--- src/design/uecd_pkg.sv ---
`timescale 1ns / 1ps
// Shared types, codes and reset values for the ultrasonic echo ranger.
// No dependencies; used by every other file of the block but the macros header.
package uecd_pkg;

  localparam int unsigned NUM_CHANNELS_DEF = 4;
  localparam int unsigned TIMER_BITS_DEF   = 16;

  localparam logic [9:0]  OFFSET_CM_RST = 10'd40;
  localparam logic [3:0]  DIR_MASK_RST  = 4'd5;
  localparam logic [15:0] SCALE_RST     = 16'd1124;

  typedef enum logic {
    CMD_TRIGGER = 1'b0,
    CMD_EDGE    = 1'b1
  } cmd_e;

  typedef enum logic [1:0] {
    REG_OFFSET_CM = 2'd0,
    REG_DIR_MASK  = 2'd1,
    REG_SCALE     = 2'd2
  } reg_idx_e;

  typedef struct packed {
    logic [9:0]  offset_cm;
    logic [3:0]  dir_mask;
    logic [15:0] scale_q16;
  } cfg_t;

  typedef struct packed {
    logic        updated;
    logic [1:0]  stored_direction;
    logic [15:0] distance_cm;
  } result_t;

endpackage

--- src/design/ultrasonic_echo_distance.sv ---
`timescale 1ns / 1ps
// Top level of the four-channel ultrasonic echo ranger.
// Depends on uecd_pkg, uecd_cfg and uecd_core.
//
// Usage:
// Requests enter on the slave stream. tuser carries the command (trigger or
// echo edge); tdata carries direction, channel and the captured timer value.
// A trigger records the active direction. An edge on a channel alternately
// records the start time (rising) or measures the echo width (falling), scales
// it to centimeters with scale_q16, subtracts offset_cm on masked directions
// (saturating at zero) and reports it under the active direction.
// Every request produces exactly one result on the master stream; tuser is
// the updated flag, and direction and distance read as zero when it is low.
// A request passes through the input register and then the result register; one pass
// of logic (one 16x16 multiply, a subtract and a compare) sits between the two.
// Throughput is one request per cycle while the receiver does not stall.
// When the receiver stalls, the result register holds and the input register
// still takes one more request; s_axis_tready drops only when both are full.
// Reset clears all channels to expect a rising edge, the start time and the
// active direction to zero, and the registers to offset 40, mask 5, scale 1124.
// Configuration is to be written through the APB port only while the stream is idle; the block does not enforce it.
module ultrasonic_echo_distance #(
  parameter int unsigned NUM_CHANNELS = uecd_pkg::NUM_CHANNELS_DEF,
  parameter int unsigned TIMER_BITS   = uecd_pkg::TIMER_BITS_DEF
) (
  input  logic        clk_i,
  input  logic        rst_ni,
  // Slave stream.
  input  logic        s_axis_tvalid,
  output logic        s_axis_tready,
  input  logic [31:0] s_axis_tdata,  // direction[7:0], channel[9:8], timer_count[25:10], 0
  input  logic [0:0]  s_axis_tuser,  // command[0]
  // Master stream.
  output logic        m_axis_tvalid,
  input  logic        m_axis_tready,
  output logic [23:0] m_axis_tdata,  // stored_direction[1:0], distance_cm[17:2], 0
  output logic [0:0]  m_axis_tuser,  // updated[0]
  // APB configuration port.
  input  logic        psel,
  input  logic        penable,
  input  logic        pwrite,
  input  logic [3:0]  paddr,
  input  logic [31:0] pwdata,
  output logic [31:0] prdata,
  output logic        pready
);

  uecd_pkg::cfg_t    cfg;
  uecd_pkg::result_t res;

  // Input register.
  logic               in_v_q, in_v_d;
  uecd_pkg::cmd_e     in_cmd_q;
  logic [7:0]         in_dir_q;
  logic [1:0]         in_ch_q;
  logic [15:0]        in_timer_q;

  // Result register.
  logic               out_v_q, out_v_d;
  uecd_pkg::result_t  out_res_q;

  logic               advance, take;

  // The request in the input register moves on whenever the result register
  // is empty or is being drained in this same cycle.
  assign advance       = in_v_q && (!out_v_q || m_axis_tready);
  assign s_axis_tready = !in_v_q || advance;
  assign take          = s_axis_tvalid && s_axis_tready;

  assign in_v_d  = take || (in_v_q && !advance);
  assign out_v_d = advance || (out_v_q && !m_axis_tready);

  uecd_cfg u_cfg (
    .clk_i   (clk_i),
    .rst_ni  (rst_ni),
    .psel    (psel),
    .penable (penable),
    .pwrite  (pwrite),
    .paddr   (paddr),
    .pwdata  (pwdata),
    .prdata  (prdata),
    .pready  (pready),
    .cfg_o   (cfg)
  );

  uecd_core #(
    .NUM_CHANNELS (NUM_CHANNELS),
    .TIMER_BITS   (TIMER_BITS)
  ) u_core (
    .clk_i       (clk_i),
    .rst_ni      (rst_ni),
    .commit_i    (advance),
    .cmd_i       (in_cmd_q),
    .direction_i (in_dir_q),
    .channel_i   (in_ch_q),
    .timer_i     (in_timer_q),
    .cfg_i       (cfg),
    .res_o       (res)
  );

  always_ff @(posedge clk_i or negedge rst_ni) begin
    if (!rst_ni) begin
      in_v_q  <= 1'b0;
      out_v_q <= 1'b0;
    end else begin
      in_v_q  <= in_v_d;
      out_v_q <= out_v_d;
    end
  end

  // Payload registers carry no reset.
  always_ff @(posedge clk_i) begin
    if (take) begin
      in_cmd_q   <= uecd_pkg::cmd_e'(s_axis_tuser[0]);
      in_dir_q   <= s_axis_tdata[7:0];
      in_ch_q    <= s_axis_tdata[9:8];
      in_timer_q <= s_axis_tdata[25:10];
    end
    if (advance) begin
      out_res_q <= res;
    end
  end

  assign m_axis_tvalid = out_v_q;
  assign m_axis_tuser  = out_res_q.updated;
  assign m_axis_tdata  = {6'd0, out_res_q.distance_cm, out_res_q.stored_direction};

endmodule

--- src/design/uecd_cfg.sv ---
`timescale 1ns / 1ps
// APB configuration registers of the ultrasonic echo ranger.
// Depends on uecd_pkg for register indexes, reset values and cfg_t.
module uecd_cfg (
  input  logic             clk_i,
  input  logic             rst_ni,
  input  logic             psel,
  input  logic             penable,
  input  logic             pwrite,
  input  logic [3:0]       paddr,
  input  logic [31:0]      pwdata,
  output logic [31:0]      prdata,
  output logic             pready,
  output uecd_pkg::cfg_t   cfg_o
);

  uecd_pkg::cfg_t   cfg_q, cfg_d;
  uecd_pkg::reg_idx_e idx;
  logic             wr_en;

  assign pready = 1'b1;
  assign idx    = uecd_pkg::reg_idx_e'(paddr[3:2]);
  assign wr_en  = psel & penable & pwrite & pready;

  always_comb begin
    cfg_d = cfg_q;
    if (wr_en) begin
      unique case (idx)
        uecd_pkg::REG_OFFSET_CM: cfg_d.offset_cm = pwdata[9:0];
        uecd_pkg::REG_DIR_MASK:  cfg_d.dir_mask  = pwdata[3:0];
        uecd_pkg::REG_SCALE:     cfg_d.scale_q16 = pwdata[15:0];
        default: ;
      endcase
    end
  end

  always_comb begin
    unique case (idx)
      uecd_pkg::REG_OFFSET_CM: prdata = {22'd0, cfg_q.offset_cm};
      uecd_pkg::REG_DIR_MASK:  prdata = {28'd0, cfg_q.dir_mask};
      uecd_pkg::REG_SCALE:     prdata = {16'd0, cfg_q.scale_q16};
      default:                 prdata = 32'd0;
    endcase
  end

  always_ff @(posedge clk_i or negedge rst_ni) begin
    if (!rst_ni) begin
      cfg_q.offset_cm <= uecd_pkg::OFFSET_CM_RST;
      cfg_q.dir_mask  <= uecd_pkg::DIR_MASK_RST;
      cfg_q.scale_q16 <= uecd_pkg::SCALE_RST;
    end else begin
      cfg_q <= cfg_d;
    end
  end

  assign cfg_o = cfg_q;

endmodule

--- src/design/uecd_core.sv ---
`timescale 1ns / 1ps
// Per-request ranging logic: channel edge tracking, echo width, scaling, offset.
// Depends on uecd_pkg for cmd_e, cfg_t and result_t.
module uecd_core #(
  parameter int unsigned NUM_CHANNELS = uecd_pkg::NUM_CHANNELS_DEF,
  parameter int unsigned TIMER_BITS   = uecd_pkg::TIMER_BITS_DEF
) (
  input  logic               clk_i,
  input  logic               rst_ni,
  input  logic               commit_i,
  input  uecd_pkg::cmd_e     cmd_i,
  input  logic [7:0]         direction_i,
  input  logic [1:0]         channel_i,
  input  logic [15:0]        timer_i,
  input  uecd_pkg::cfg_t     cfg_i,
  output uecd_pkg::result_t  res_o
);

  // The timer field is 16 bits, so a wider timer still only sees 16 bits.
  localparam int unsigned TW = (TIMER_BITS < 16) ? TIMER_BITS : 16;

  logic [NUM_CHANNELS-1:0] wait_q, wait_d;
  logic [TW-1:0]           start_q, start_d;
  logic [7:0]              active_q, active_d;

  logic [NUM_CHANNELS-1:0] ch_sel;
  logic                    ch_valid, ch_waiting;
  logic [TW-1:0]           now, elapsed;
  logic                    wrapped;
  logic [TW+15:0]          product;
  logic [15:0]             raw_cm, offset16, cm;
  logic                    dir_in_range, offset_en, falling, upd;

  always_comb begin
    for (int i = 0; i < NUM_CHANNELS; i++) begin
      ch_sel[i] = (32'(channel_i) == i);
    end
  end

  assign ch_valid   = |ch_sel;
  assign ch_waiting = |(ch_sel & wait_q);

  // A wrapped timer counts to all ones and not through zero, hence one tick short.
  assign now     = timer_i[TW-1:0];
  assign wrapped = now < start_q;
  assign elapsed = now - start_q - TW'(wrapped);
  assign product = (TW+16)'(elapsed) * (TW+16)'(cfg_i.scale_q16);
  assign raw_cm  = 16'(product[TW+15:16]);

  assign dir_in_range = 32'(active_q) < NUM_CHANNELS;
  assign offset_en    = (active_q < 8'd4) && cfg_i.dir_mask[active_q[1:0]];
  assign offset16     = 16'(cfg_i.offset_cm);

  always_comb begin
    cm = raw_cm;
    if (offset_en) begin
      cm = (raw_cm > offset16) ? (raw_cm - offset16) : 16'd0;
    end
  end

  assign falling = (cmd_i == uecd_pkg::CMD_EDGE) && ch_valid && ch_waiting;
  assign upd     = falling && dir_in_range;

  always_comb begin
    res_o.updated          = upd;
    res_o.stored_direction = upd ? active_q[1:0] : 2'd0;
    res_o.distance_cm      = upd ? cm : 16'd0;
  end

  always_comb begin
    wait_d   = wait_q;
    start_d  = start_q;
    active_d = active_q;
    if (commit_i) begin
      if (cmd_i == uecd_pkg::CMD_TRIGGER) begin
        active_d = direction_i;
      end else if (ch_valid) begin
        if (!ch_waiting) begin
          start_d = now;
          wait_d  = wait_q | ch_sel;
        end else begin
          wait_d  = wait_q & ~ch_sel;
        end
      end
    end
  end

  always_ff @(posedge clk_i or negedge rst_ni) begin
    if (!rst_ni) begin
      wait_q   <= '0;
      start_q  <= '0;
      active_q <= '0;
    end else begin
      wait_q   <= wait_d;
      start_q  <= start_d;
      active_q <= active_d;
    end
  end

endmodule

--- config.mk ---
export PLATFORM = sky130hd
export DESIGN_NAME = ultrasonic_echo_distance
export DESIGN_NICKNAME = d
export VERILOG_FILES = /design/src/design/uecd_pkg.sv /design/src/design/ultrasonic_echo_distance.sv /design/src/design/uecd_cfg.sv /design/src/design/uecd_core.sv
export SDC_FILE = /design/constraint.sdc
export NUM_CORES = 1
export LEC_CHECK = 0
export BUFFER_PORTS_ARGS = -buffer_cell sky130_fd_sc_hd__buf_2
export CAP_MARGIN = 30
export CORE_ASPECT_RATIO = 1.2
export CORE_UTILIZATION = 30
export CTS_CLUSTER_SIZE = 30
export DETAILED_ROUTE_END_ITERATION = 8
export HOLD_SLACK_MARGIN = 0.05
export SLEW_MARGIN = 20
export SYNTH_ARGS = -nofsm -noshare
export SYNTH_HDL_FRONTEND = slang
export SYNTH_HIERARCHICAL = 1
export SYNTH_SLANG_ARGS = --single-unit
--- constraint.sdc ---
create_clock -name clk_i -period 16.78 [get_ports clk_i]
set_input_delay 2.517 -clock clk_i [delete_from_list [all_inputs] [get_ports clk_i]]
set_output_delay 2.517 -clock clk_i [all_outputs]
set_load 0.005 [all_outputs]
## Word-level counts from Yosys, hierarchy flattened

Cells that the tools add are included.

- Flip-flop bits (word level): 106
- Bits in latches: 0
- RAM bits: 0
- ROM bits: 0
- Input port bits: 76
- Output and inout bits: 60
- Word-level logic and storage cells: 69
- Memories kept: 0

- $add $sub $neg: 3
- $mul: 1
- Div/mod/pow operators: 0
- Magnitude comparators: 5
- Eq/ne operators: 5
- Shifts and indexed selects: 0
- Mux-type cells: 6
- Bitwise gates (word level): 8
- Reductions and logical operators: 26

Operators with widths:

| operator | count |
|---|---|
| $pmux 16 s3 | 1 |
| $mul 16x16->32 | 1 |
| $mux 16 | 2 |
| $gt 16x10->1 | 1 |
| $lt 16x16->1 | 1 |
| $lt 8x3->1 const B | 2 |
| $sub 16x1->16 | 1 |
| $sub 16x10->16 | 1 |
| $sub 16x16->16 | 1 |
| $and 4x4->4 | 2 |
| $logic_and 1x1->1 | 8 |
| $reduce_and 2->1 | 4 |
| $reduce_or 4->1 | 2 |
| $eq 2x2->1 const B | 3 |
| $eq 2x1->1 const B | 2 |
| $logic_not 1->1 | 4 |
| $logic_not 2->1 | 2 |
| $logic_or 1x1->1 | 4 |
| $mux 4 | 1 |
| $not 4->4 | 1 |
| $or 4x4->4 | 1 |
| $reduce_and 4->1 | 1 |
| $lt 2x3->1 const B | 1 |
| $reduce_and 3->1 | 1 |
| 4 further kinds | 6 |

## Depth between registers and ports, before layout

Gate-level depths: netlist (run 1).

- Depth in word-level cells: 6
- Mapped depth: 56
- Mapped depth without buffers: 55

## Hierarchy

The synthesis (run 1) kept the hierarchy.

By module, submodules not included:

| module | times used | cells an instance | area an instance (um^2) | sequential area each (um^2) |
|---|---|---|---|---|
| uecd_core | 1 | 1,320 | 11,419.7 | 700.7 |
| ultrasonic_echo_distance | 1 | 61 | 1,534.0 | 1,431.4 |
| uecd_cfg | 1 | 118 | 1,510.2 | 760.7 |

## Worst setup path before layout (run 1)

Ideal clock, no wire load.

- Kind: register to register
- Start: register in_timer_q[1]
- End: register out_res_q (netlist bit m_axis_tdata[13]), data pin
- Arrival time: 11.604 ns
- Data required time: 16.525 ns
- Path slack: 4.921 ns
- Stages on the path, launching flop included: 53
- Clock period less this slack: 11.859 ns
- Cells stage by stage: edfxtp_1 -> ha_1 -> a21o_1 -> a21o_1 -> a21oi_1 -> nor2_1 -> o21ai_0 -> a21oi_1 -> nor3_1 -> o31ai_1 -> a221oi_1 -> fa_1 -> ha_1 -> nor2_1 -> fa_1 -> a21boi_1 -> o21a_1 -> o21a_1 -> [... 17 more ...] -> ha_1 -> and4_1 -> and3_4 -> a221oi_2 -> o21ai_4 -> a211oi_1 -> nor2_1 -> ha_1 -> nor2b_1 -> o21ai_0 -> a21oi_1 -> o31a_1 -> o21a_1 -> o21ai_0 -> a21oi_1 -> o41ai_4 -> buf_6 -> nor2_2

- Longest elaborated chain between the ends: 6
- Elaborated cells between the ends (all ways): 8

Ends and longest elaborated chain:

| what | RTL line | source |
|---|---|---|
| start: declaration | ultrasonic_echo_distance.sv:56 | `logic [15:0] in_timer_q;` |
| start signal: assignment | ultrasonic_echo_distance.sv:117 | `in_timer_q <= s_axis_tdata[25:10];` |
| $sub 16x16->16 or $lt 16x16->1 (tied branches) | uecd_core.sv:46, uecd_core.sv:45 |  |
| $sub 16x1->16 * | uecd_core.sv:46 | `assign elapsed = now - start_q - TW'(wrapped);` |
| $mul 16x16->32 * | uecd_core.sv:47 | `assign product = (TW+16)'(elapsed) * (TW+16)'(cfg_i.scale_q16);` |
| $sub 16x10->16 or $gt 16x10->1 (tied branches) | uecd_core.sv:57 | `cm = (raw_cm > offset16) ? (raw_cm - offset16) : 16'd0;` |
| $mux 16 | uecd_core.sv:57 |  |
| $mux 16 * | uecd_core.sv:56 | `if (offset_en) begin` |
| end signal: assignment | ultrasonic_echo_distance.sv:120 | `out_res_q <= res;` |
| end: declaration | ultrasonic_echo_distance.sv:60 | `uecd_pkg::result_t out_res_q;` |

Every way passes the cells marked *; elsewhere a longest branch is shown, timed or not.
A chain may end at the register's enable or synchronous reset.

## Final worst setup path (run 1)

- Start: register in_timer_q[1]
- End: register out_res_q (netlist bit m_axis_tdata[2]), data pin

Same word-level chain as after synthesis.

==> results of run 1 <==
-- area by class of cell --
cell class	instances	area [um^2]
fill	4899	31400
multi-input combinational	1041	10200
sequential	106	2890
inverter	302	1130
tap	623	779
timing repair buffer	110	617
clock buffer	10	229
clock inverter	6	51.3
-- registers in the layout, summed over array words and instances (netlist names), 2 cells and up, named ones only --
name / count
u_core/start_q: 16
u_core/active_q: 8
u_cfg/cfg_o: 30
m_axis_tdata: 18
in_dir_q: 8
in_timer_q: 16
in_ch_q: 2
-- cells in the mapped netlist, drive strengths merged (4+ instances only) --
library cell / count / area share
inv: 302 / 0.078
fa: 196 / 0.27
nand2: 160 / 0.042
ha: 154 / 0.13
and2: 110 / 0.048
dfrtp: 52 / 0.090
nor2: 48 / 0.014
edfxtp: 46 / 0.096
clkbuf: 42 / 0.011
mux2: 40 / 0.031
o21ai: 39 / 0.014
a21oi: 32 / 0.011
xnor2: 29 / 0.018
buf: 28 / 0.015
nor3: 22 / 0.0084
nand3: 20 / 0.0069
a21o: 19 / 0.0099
nor2b: 15 / 0.0065
nand2b: 14 / 0.0066
o21a: 14 / 0.0073
and3: 13 / 0.0060
mux2i: 13 / 0.0090
xor2: 12 / 0.0073
dfstp: 8 / 0.015
a211oi: 6 / 0.0035
a31oi: 5 / 0.0026
a221oi: 4 / 0.0029
o211ai: 4 / 0.0021
-- worst max-delay path, delay by kind of cell, from the launching register on --
| kind | cells | cell delay [ns] |
|---|---|---|
| adders and majority gates | 12 | 4.91 |
| DFF | 1 | 0.50 |
| and+or+nand+nor | 11 | 2.77 |
| AOI/OAI and AO/OA | 25 | 5.07 |
| buffers and inverters | 3 | 0.17 |
-- per-layer routing --
layer | vias to the layer above | global-route usage | share of wire
met1 | 5155 | 0.167 | 0.42
li1 | 4816 | - | -
met3 | 40 | 0.0129 | 0.031
met2 | 208 | 0.262 | 0.53
met4 | 0 | 0.0374 | 0.018
met5 | - | 0 | 0
-- cell usage in the layout, fill, tap and decap left out, types with 14 or more instances in the layout --
master and instances:
sky130_fd_sc_hd__o21ai_0 37, sky130_fd_sc_hd__inv_1 302, sky130_fd_sc_hd__nor2_1 38, sky130_fd_sc_hd__a21o_1 18
sky130_fd_sc_hd__edfxtp_1 46, sky130_fd_sc_hd__nor3_1 20, sky130_fd_sc_hd__nand2_1 159, sky130_fd_sc_hd__a21oi_1 31
sky130_fd_sc_hd__nand3_1 20, sky130_fd_sc_hd__fa_1 196, sky130_fd_sc_hd__nor2b_1 15, sky130_fd_sc_hd__buf_4 20
sky130_fd_sc_hd__dfrtp_1 52, sky130_fd_sc_hd__and2_1 109, sky130_fd_sc_hd__ha_1 154, sky130_fd_sc_hd__mux2_2 40
sky130_fd_sc_hd__conb_1 23, sky130_fd_sc_hd__o21a_1 14, sky130_fd_sc_hd__buf_2 88, sky130_fd_sc_hd__xnor2_1 27
-- per-stage QoR --
step                worst slack [ns]  cells
floorplan                       4.92   1519
global placement                3.10   2180
detailed placement              3.12   2182
CTS                             3.11   2198
global route                    2.37   2198
finish                          3.11   2198
-- final timing paths --
check / startpoint / end / slack (ns) / cells after the start
hold reg to reg: flip-flop / flip-flop / 0.47 / 1
min in group asynchronous: rst_ni / u_core/active_q[6] / 2.32 / 2
setup / recovery: in_timer_q[1] / m_axis_tdata[2] / 3.11 / 51
hold / removal: flip-flop / flip-flop / 0.47 / 1
max in group asynchronous: rst_ni / u_cfg/cfg_o[26] / 13.94 / 2
setup reg to reg: in_timer_q[1] / m_axis_tdata[2] / 3.11 / 51
-- cells by family after synthesis --
logic type | after synthesis | share of synthesized area
buffers and inverters | 372 | 0.104
DFF | 106 | 0.200
xor gates and xnor gates | 41 | 0.0253
and+or+nand+nor | 422 | 0.150
adders and majority gates | 350 | 0.404
muxes | 55 | 0.0433
AOI/OAI and AO/OA | 150 | 0.0722
other | 3 | 0.000778
==> PnR_summary.wiki, run 1 <==
{| class="wikitable"
! Metric !! Value
|-
| Post-synth EDFFs || 46
|-
| Top cell by count, worst path || sky130_fd_sc_hd__fa_1
|-
| Die extent in x || 202 um
|-
| CTS tree || built
|-
| Core Util, Final || 0.336
|-
| Kind of start point of the critical path || flip-flop
|-
| Wire length of the first global-routing pass || 55.3 mm
|-
| Vias/cell || 4.65
|-
| Synthesis-to-layout area growth || 9.63%
|-
| Later-pin clock latency in the skew report || 0.36 ns
|-
| Post-CTS Setup Repair Bufs || 0
|-
| Asr flop ratio synth || 0.566
|-
| Worst hold path type || reg -> reg
|-
| Final cell area excluding filler cells || 15900 um^2
|-
| Number of antenna violations at the first check in global routing || 0
|-
| Number of global-route vias before repair || 11045
|-
| Effective utilization at floorplan || 0.306
|-
| Result of the run || completed
|-
| Count of yosys warnings during synthesis || 6
|-
| Maximum operating frequency || 73.1 MHz
|-
| Setup Crit Path Kind || reg -> reg
|-
| First DRT Iteration DRCs || 326
|-
| Total number of H-tree levels || 3
|-
| Root Driver || sky130_fd_sc_hd__clkbuf_16
|-
| Total wire length after detailed routing || 32.8 mm
|-
| Number of max-cap violations || 0
|-
| CTS Sinks || 106
|-
| Number of detailed-routing iterations run before antenna repair || 5
|-
| Post-Syn Area per Cell || 9.65 um^2
|-
| Post-synthesis cell count || 1499
|-
| Arr. time, crit path || 13.79 ns
|-
| Estimated wirelength of the detail-placed design || 26.2 mm
|-
| Peak fanout along the critical path || 16
|-
| Worst-path clk slew || 0.07 ns
|-
| Proportion of layout cells with a drive suffix above 1 || 0.131
|-
| Setup repair after global routing missed its margin || no
|-
| Max-slew violation count || 0
|-
| Total number of placement rows || 87
|-
| Height of the die || 243 um
|-
| Cell variety after synth || 80
|-
| Critical-path cell with the highest stage delay || sky130_fd_sc_hd__nor4b_1
|-
| Tot GR Track Use || 0.139
|-
| Clock buffer count from CTS || 9
|-
| Antenna viol nets, final || 0
|-
| Post-Syn Area || 14500 um^2
|-
| Total number of nets in the final design || 1996
|-
| Synth Register Bits || 106
|-
| Overall via count from detail_route || 10219
|-
| Endpoint kind of the worst setup timing path || flip-flop
|-
| Final period utilization || 0.815
|-
| Sum of negative setup slack || 0 ns
|-
| Commonest register cell after synthesis || sky130_fd_sc_hd__dfrtp_1
|-
| Drc violations || 0
|-
| Proportion of synthesized chip area in sequential cells || 0.200
|-
| Die area || 49100 um^2
|-
| Worst-margin pin slew || 0.866 ns
|-
| Buffers added on ports || 88
|-
| Min Clock Period, post-route || 13.67 ns
|-
| Worst clock skew || 0.0109 ns
|-
| Total congestion overflow after global routing || 0
|-
| Total setup violations reported at the end of the flow || 0
|-
| Worst relative slew slack || 0.422
|-
| Number of hold-slack violations in the final timing report || 0
|-
| Area post-placement || 15600 um^2
|-
| Req. time, crit path || 16.90 ns
|-
| Pin count of the biggest net entering global routing || 61
|-
| Average detailed-routed wire length per instance || 14.9 um
|-
| Core region area || 47200 um^2
|-
| I/O pin total || 136
|-
| CTS hold repair buffers || 0
|-
| Delay of the slowest cell on the worst path || 0.73 ns
|-
| Worst Hold Slack || 0.468 ns
|-
| Routability congestion estimate || 0.824
|-
| Antenna cell count || 0
|-
| Longest Clk Path Bufs || 2
|-
| Number of gates given a new drive strength after cts || 0
|}
Power of run 1 is left out: the tool's default activity adds up to more than one toggle a clock period on the data nets, which glitch-free logic cannot reach.
==> inputs of run 2 (changes only) <==
==> constraint.sdc (replaced) <==
create_clock -name clk_i -period 12.15 [get_ports clk_i]
set_input_delay 1.8225 -clock clk_i [delete_from_list [all_inputs] [get_ports clk_i]]
set_output_delay 1.8225 -clock clk_i [all_outputs]
set_load 0.005 [all_outputs]
==> run 2 against run 1 <==
Against the previous run:
- worst hold slack improved by 0.0096 ns
- the flow now finishes with violations (negative setup slack)
- maximum frequency rose by 12%
- sequential cell count did not move
- largest cell class unchanged
- utilization rose by 2.3 points
- register-to-register slack got worse by 3.2 ns
- critical path depth rose by 5
- sequential share of layout area fell by 1.2 points
- cell area rose by 7.0%
- clock skew rose by 0.0013 ns
- via count rose by 2.6%
==> PnR_summary.wiki, run 2 (synthesis results as in run 1) <==
{| class="wikitable"
! Metric !! Value
|-
| Result of the run || finished, violations left
|-
| Failing checks || negative setup slack
|-
| Number of antenna violations at the first check in global routing || 1
|-
| Antenna cell count || 0
|-
| Synthesis-to-layout area growth || 17.3%
|-
| Worst-path clk slew || 0.08 ns
|-
| Antenna viol nets, final || 0
|-
| Routability congestion estimate || 0.873
|-
| Setup repair after global routing missed its margin || yes
|-
| Number of hold-slack violations in the final timing report || 0
|-
| Req. time, crit path || 12.26 ns
|-
| Root Driver || sky130_fd_sc_hd__clkbuf_16
|-
| Delay of the slowest cell on the worst path || 0.53 ns
|-
| Total number of placement rows || 87
|-
| Number of max-cap violations || 0
|-
| Endpoint kind of the worst setup timing path || flip-flop
|-
| I/O pin total || 136
|-
| Core region area || 47200 um^2
|-
| Die extent in x || 202 um
|-
| Total setup violations reported at the end of the flow || 11
|-
| Number of cell instances on the worst register-to-register path || 56
|-
| Final period utilization || 1.00
|-
| Total number of H-tree levels || 3
|-
| Number of cells after detailed placement || 2255
|-
| Pin count of the biggest net entering global routing || 61
|-
| Placement Setup Slack || -0.533 ns
|-
| Max-slew violation count || 0
|-
| Arr. time, crit path || 12.32 ns
|-
| Kind of start point of the critical path || flip-flop
|-
| Clock buffer count from CTS || 9
|-
| Hold Path Stages || 1
|-
| Worst clock skew || 0.0122 ns
|-
| Average detailed-routed wire length per instance || 14.7 um
|-
| Final std cells w/o fill || 2284
|-
| CTS Sinks || 106
|-
| Worst-margin pin slew || 0.893 ns
|-
| Vias/cell || 4.59
|-
| Number of global-route vias before repair || 11505
|-
| Longest Clk Path Bufs || 2
|-
| Die area || 49100 um^2
|-
| Final setup margin || -0.0585 ns
|-
| Maximum operating frequency || 81.9 MHz
|-
| Peak fanout along the critical path || 7
|-
| Worst relative slew slack || 0.404
|-
| Tot GR Track Use || 0.143
|-
| Min Clock Period, post-route || 12.21 ns
|-
| CTS hold repair buffers || 0
|-
| Largest register FFs || 30
|-
| Core Util, Final || 0.359
|-
| Wire length of the first global-routing pass || 56.8 mm
|-
| Drc violations || 0
|-
| Total congestion overflow after global routing || 0
|-
| Total number of nets in the final design || 2082
|-
| Buffers added on ports || 88
|-
| Proportion of layout cells with a drive suffix above 1 || 0.210
|-
| Later-pin clock latency in the skew report || 0.36 ns
|-
| CTS tree || built
|-
| Number of detailed-routing iterations run before antenna repair || 5
|-
| Total wire length after detailed routing || 33.6 mm
|-
| Overall via count from detail_route || 10480
|-
| Effective utilization at floorplan || 0.306
|-
| Worst hold path type || reg -> reg
|-
| Estimated wirelength of the detail-placed design || 27.5 mm
|-
| Setup Crit Path Kind || reg -> reg
|-
| Most common cell after layout, fill and taps aside || sky130_fd_sc_hd__inv_1
|-
| Height of the die || 243 um
|-
| Top cell by count, worst path || sky130_fd_sc_hd__fa_1
|-
| Top library cells by usage in the layout, fill and taps aside || 300 x sky130_fd_sc_hd__inv_1, 192 x sky130_fd_sc_hd__fa_1, 159 x sky130_fd_sc_hd__nand2_1
|-
| First DRT Iteration DRCs || 391
|-
| Critical-path cell with the highest stage delay || sky130_fd_sc_hd__fa_1
|}
-- run 2: cell types whose count changed in the layout (fill, tap and decap cells not counted), moves of 4 or more --
| cell | before | now |
|---|---|---|
| sky130_fd_sc_hd__nor2_4 | 0 | 9 |
| sky130_fd_sc_hd__o21ai_1 | 1 | 5 |
| sky130_fd_sc_hd__ha_4 | 0 | 6 |
| sky130_fd_sc_hd__ha_1 | 154 | 147 |
| sky130_fd_sc_hd__a21oi_1 | 31 | 23 |
| sky130_fd_sc_hd__buf_6 | 1 | 5 |
| sky130_fd_sc_hd__fa_1 | 196 | 192 |
| sky130_fd_sc_hd__fa_2 | 0 | 4 |
| sky130_fd_sc_hd__buf_4 | 20 | 101 |
| sky130_fd_sc_hd__nor2_2 | 10 | 4 |
| sky130_fd_sc_hd__o21ai_0 | 37 | 30 |
| sky130_fd_sc_hd__a21oi_2 | 1 | 9 |
-- run 2: through the flow --
step | instance area, um^2 | hold WS (ns) | setup TNS [ns]
2_1_floorplan | 14500 | 0.436 | 0
3_3_place_gp | 16100 | 0.452 | -3.56
3_5_place_dp | 16100 | 0.464 | -7.91
4_1_cts | 16800 | 0.479 | -0.494
5_1_grt | 17000 | 0.488 | -10.15
6_report | 17000 | 0.478 | -0.397
-- run 2: worst max-delay path: cells and delay by family, from the launching register on --
family                     cells  cell delay [ns]
DFF                            1             0.41
adders and majority gates     12             4.72
and+or+nand+nor                8             1.13
buffers and inverters         11             1.28
AOI/OAI and AO/OA             25             4.42
-- run 2: what timing repair did --
item | in CTS | in global routing
endpoints found under the setup margin | 16 | 16
setup buffers | 8 | 5
gates resized for setup | 58 | 32
cloned | 1 | 0
pin swaps | 32 | 48
endpoints found under the hold margin | 0 | 0
-- run 2: final cells by class --
class / count / area, um^2
clock inverter: 7 / 62.6
timing repair buffer: 196 / 1300
clock buffer: 9 / 225
sequential: 106 / 2890
tap: 623 / 779
multi-input combinational: 1041 / 10600
inverter: 302 / 1140
fill: 4808 / 30300
-- run 2: layer usage --
layer	part of all wire	track usage	vias to the layer above	wire length, um
met4	0.027	0.0489	0	893
met2	0.54	0.270	189	18000
met5	0	0	-	0
met1	0.41	0.166	5272	13600
li1	-	-	4978	-
met3	0.031	0.0135	41	1040
-- run 2: final timing paths --
path	from	end	slack [ns]
worst max-delay path	in_timer_q[1]	m_axis_tdata[7]	-0.06
worst min-delay path	flip-flop	flip-flop	0.48
max in group asynchronous	rst_ni	u_cfg/cfg_o[8]	9.99
worst max register to register	in_timer_q[1]	m_axis_tdata[7]	-0.06
min in group asynchronous	rst_ni	u_core/active_q[4]	1.62
worst min register to register	flip-flop	flip-flop	0.48
Power of run 2 is left out for the same reason.
==> inputs of run 3 (changes only) <==
--- a/config.mk
+++ b/config.mk
@@ -12,6 +12,7 @@
 export CTS_CLUSTER_SIZE = 30
 export DETAILED_ROUTE_END_ITERATION = 8
 export HOLD_SLACK_MARGIN = 0.05
+export REMOVE_ABC_BUFFERS = 1
 export SLEW_MARGIN = 20
 export SYNTH_ARGS = -nofsm -noshare
 export SYNTH_HDL_FRONTEND = slang
==> run 3 against run 2 <==
Against the previous run:
- the run still ends with negative setup slack left
- sequential cell count is the same
- utilization grew 0.51 points
- highest routed layer unchanged
- maximum frequency shrank 0.24%
- worst hold slack lost 0.013 ns
- global-route usage shrank 0.21 points
- critical endpoint is now m_axis_tdata[8]
- via count grew 0.97%
- first-iteration DRC count grew 9.2%
- setup slack lost 0.030 ns
- sequential share of layout area shrank 0.24 points
==> PnR_summary.wiki, run 3 (synthesis results as in run 1) <==
{| class="wikitable"
! Metric !! Value
|-
| Result of the run || finished, violations left
|-
| Failing checks || negative setup slack
|-
| Later-pin clock latency in the skew report || 0.38 ns
|-
| Endpoint kind of the worst setup timing path || flip-flop
|-
| Root Driver || sky130_fd_sc_hd__clkbuf_16
|-
| Number of global-route vias before repair || 11424
|-
| Sum of negative setup slack || -0.920 ns
|-
| Antenna viol nets, final || 0
|-
| Number of hold-slack violations in the final timing report || 0
|-
| Drc violations || 0
|-
| Routability congestion estimate || 0.845
|-
| Tot GR Track Use || 0.141
|-
| Die extent in x || 202 um
|-
| Worst hold path type || reg -> reg
|-
| Total number of H-tree levels || 3
|-
| Buffers added on ports || 88
|-
| Setup repair after global routing missed its margin || yes
|-
| Effective utilization at floorplan || 0.306
|-
| Most common cell after layout, fill and taps aside || sky130_fd_sc_hd__inv_1
|-
| Sequential cell area in the final layout || 2890 um^2
|-
| Wire length of the first global-routing pass || 56.5 mm
|-
| Core region area || 47200 um^2
|-
| Critical-path cell with the highest stage delay || sky130_fd_sc_hd__fa_1
|-
| Total congestion overflow after global routing || 0
|-
| Arr. time, crit path || 12.36 ns
|-
| Top cell by count, worst path || sky130_fd_sc_hd__fa_1
|-
| Die area || 49100 um^2
|-
| Footprint of the multi-input gates || 10600 um^2
|-
| Kind of start point of the critical path || flip-flop
|-
| Max-slew violation count || 0
|-
| Family with the most delay on the worst path || adder cells
|-
| I/O pin total || 136
|-
| Pin count of the biggest net entering global routing || 61
|-
| Worst Hold Slack || 0.465 ns
|-
| Synthesis-to-layout area growth || 19.0%
|-
| Proportion of layout cells with a drive suffix above 1 || 0.231
|-
| Total setup violations reported at the end of the flow || 15
|-
| CTS Sinks || 106
|-
| Req. time, crit path || 12.27 ns
|-
| Antenna cell count || 0
|-
| Worst-path clk slew || 0.08 ns
|-
| Longest Clk Path Bufs || 2
|-
| Number of max-cap violations || 0
|-
| Total number of nets in the final design || 2107
|-
| Overall via count from detail_route || 10582
|-
| Setup Crit Path Kind || reg -> reg
|-
| Number of detailed-routing iterations run before antenna repair || 4
|-
| Maximum operating frequency || 81.7 MHz
|-
| Clock buffer count from CTS || 9
|-
| Fill cell instance count of the final layout || 4766
|-
| Area post-placement || 16200 um^2
|-
| Delay of the slowest cell on the worst path || 0.59 ns
|-
| Height of the die || 243 um
|-
| Worst-margin pin slew || 0.854 ns
|-
| Total wire length after detailed routing || 33.4 mm
|-
| Number of antenna violations at the first check in global routing || 0
|-
| Final std cells w/o fill || 2309
|-
| Total number of placement rows || 87
|-
| Largest register FFs || 30
|-
| Number of cells after detailed placement || 2266
|-
| Peak fanout along the critical path || 7
|-
| Final setup margin || -0.0884 ns
|-
| Top library cells by usage in the layout, fill and taps aside || 298 x sky130_fd_sc_hd__inv_1, 190 x sky130_fd_sc_hd__fa_1, 156 x sky130_fd_sc_hd__nand2_1
|-
| Final cell area excluding filler cells || 17200 um^2
|-
| Worst clock skew || 0.0159 ns
|-
| First DRT Iteration DRCs || 427
|-
| Average detailed-routed wire length per instance || 14.5 um
|-
| CTS tree || built
|-
| Final period utilization || 1.01
|-
| Estimated wirelength of the detail-placed design || 27.3 mm
|-
| Worst relative slew slack || 0.431
|-
| Vias/cell || 4.58
|-
| Min Clock Period, post-route || 12.24 ns
|-
| CP Buf/Inv Count || 11
|}
## run 3: area by class of cell
cell class,instances,share of cell area
multi-input cells,1041,0.615
flip-flops and latches,106,0.168
repair buffers,221,0.0878
inverters,302,0.0659
well taps,623,0.0453
clock buffers,10,0.0139
clock inverters,6,0.00422
## run 3: routing by layer
| layer | global-route usage | part of all wire |
|---|---|---|
| met5 | 0 | 0 |
| met4 | 0.0444 | 0.021 |
| met3 | 0.0140 | 0.027 |
| met2 | 0.264 | 0.53 |
| met1 | 0.167 | 0.42 |
## run 3: path summary, 6_finish.rpt
check	from	end	slack, ns	cells after the start
max in group asynchronous	rst_ni	u_cfg/cfg_o[8]	9.94	2
min	flip-flop	flip-flop	0.46	1
min reg2reg	flip-flop	flip-flop	0.46	1
max	in_timer_q[1]	m_axis_tdata[8]	-0.09	58
max reg2reg	in_timer_q[1]	m_axis_tdata[8]	-0.09	58
min in group asynchronous	rst_ni	u_core/start_q[9]	1.64	2
## run 3: timing repair
item / in CTS / in global routing
hold buffers: 0 / 0
buffers inserted: 10 / 17
pin swaps: 27 / 69
resized for setup: 46 / 56
gates cloned: 1 / 0
endpoints found under the setup margin: 16 / 16
## run 3: metrics by stage
| step | utilization | setup slack (ns) |
|---|---|---|
| 2_1_floorplan | - | -0.291 |
| 3_3_place_gp | 0.343 | -0.367 |
| 3_5_place_dp | 0.343 | -0.559 |
| 4_1_cts | 0.357 | -0.0503 |
| 5_1_grt | 0.364 | -0.601 |
| 6_report | 0.364 | -0.0884 |
Power of run 3 is left out for the same reason.
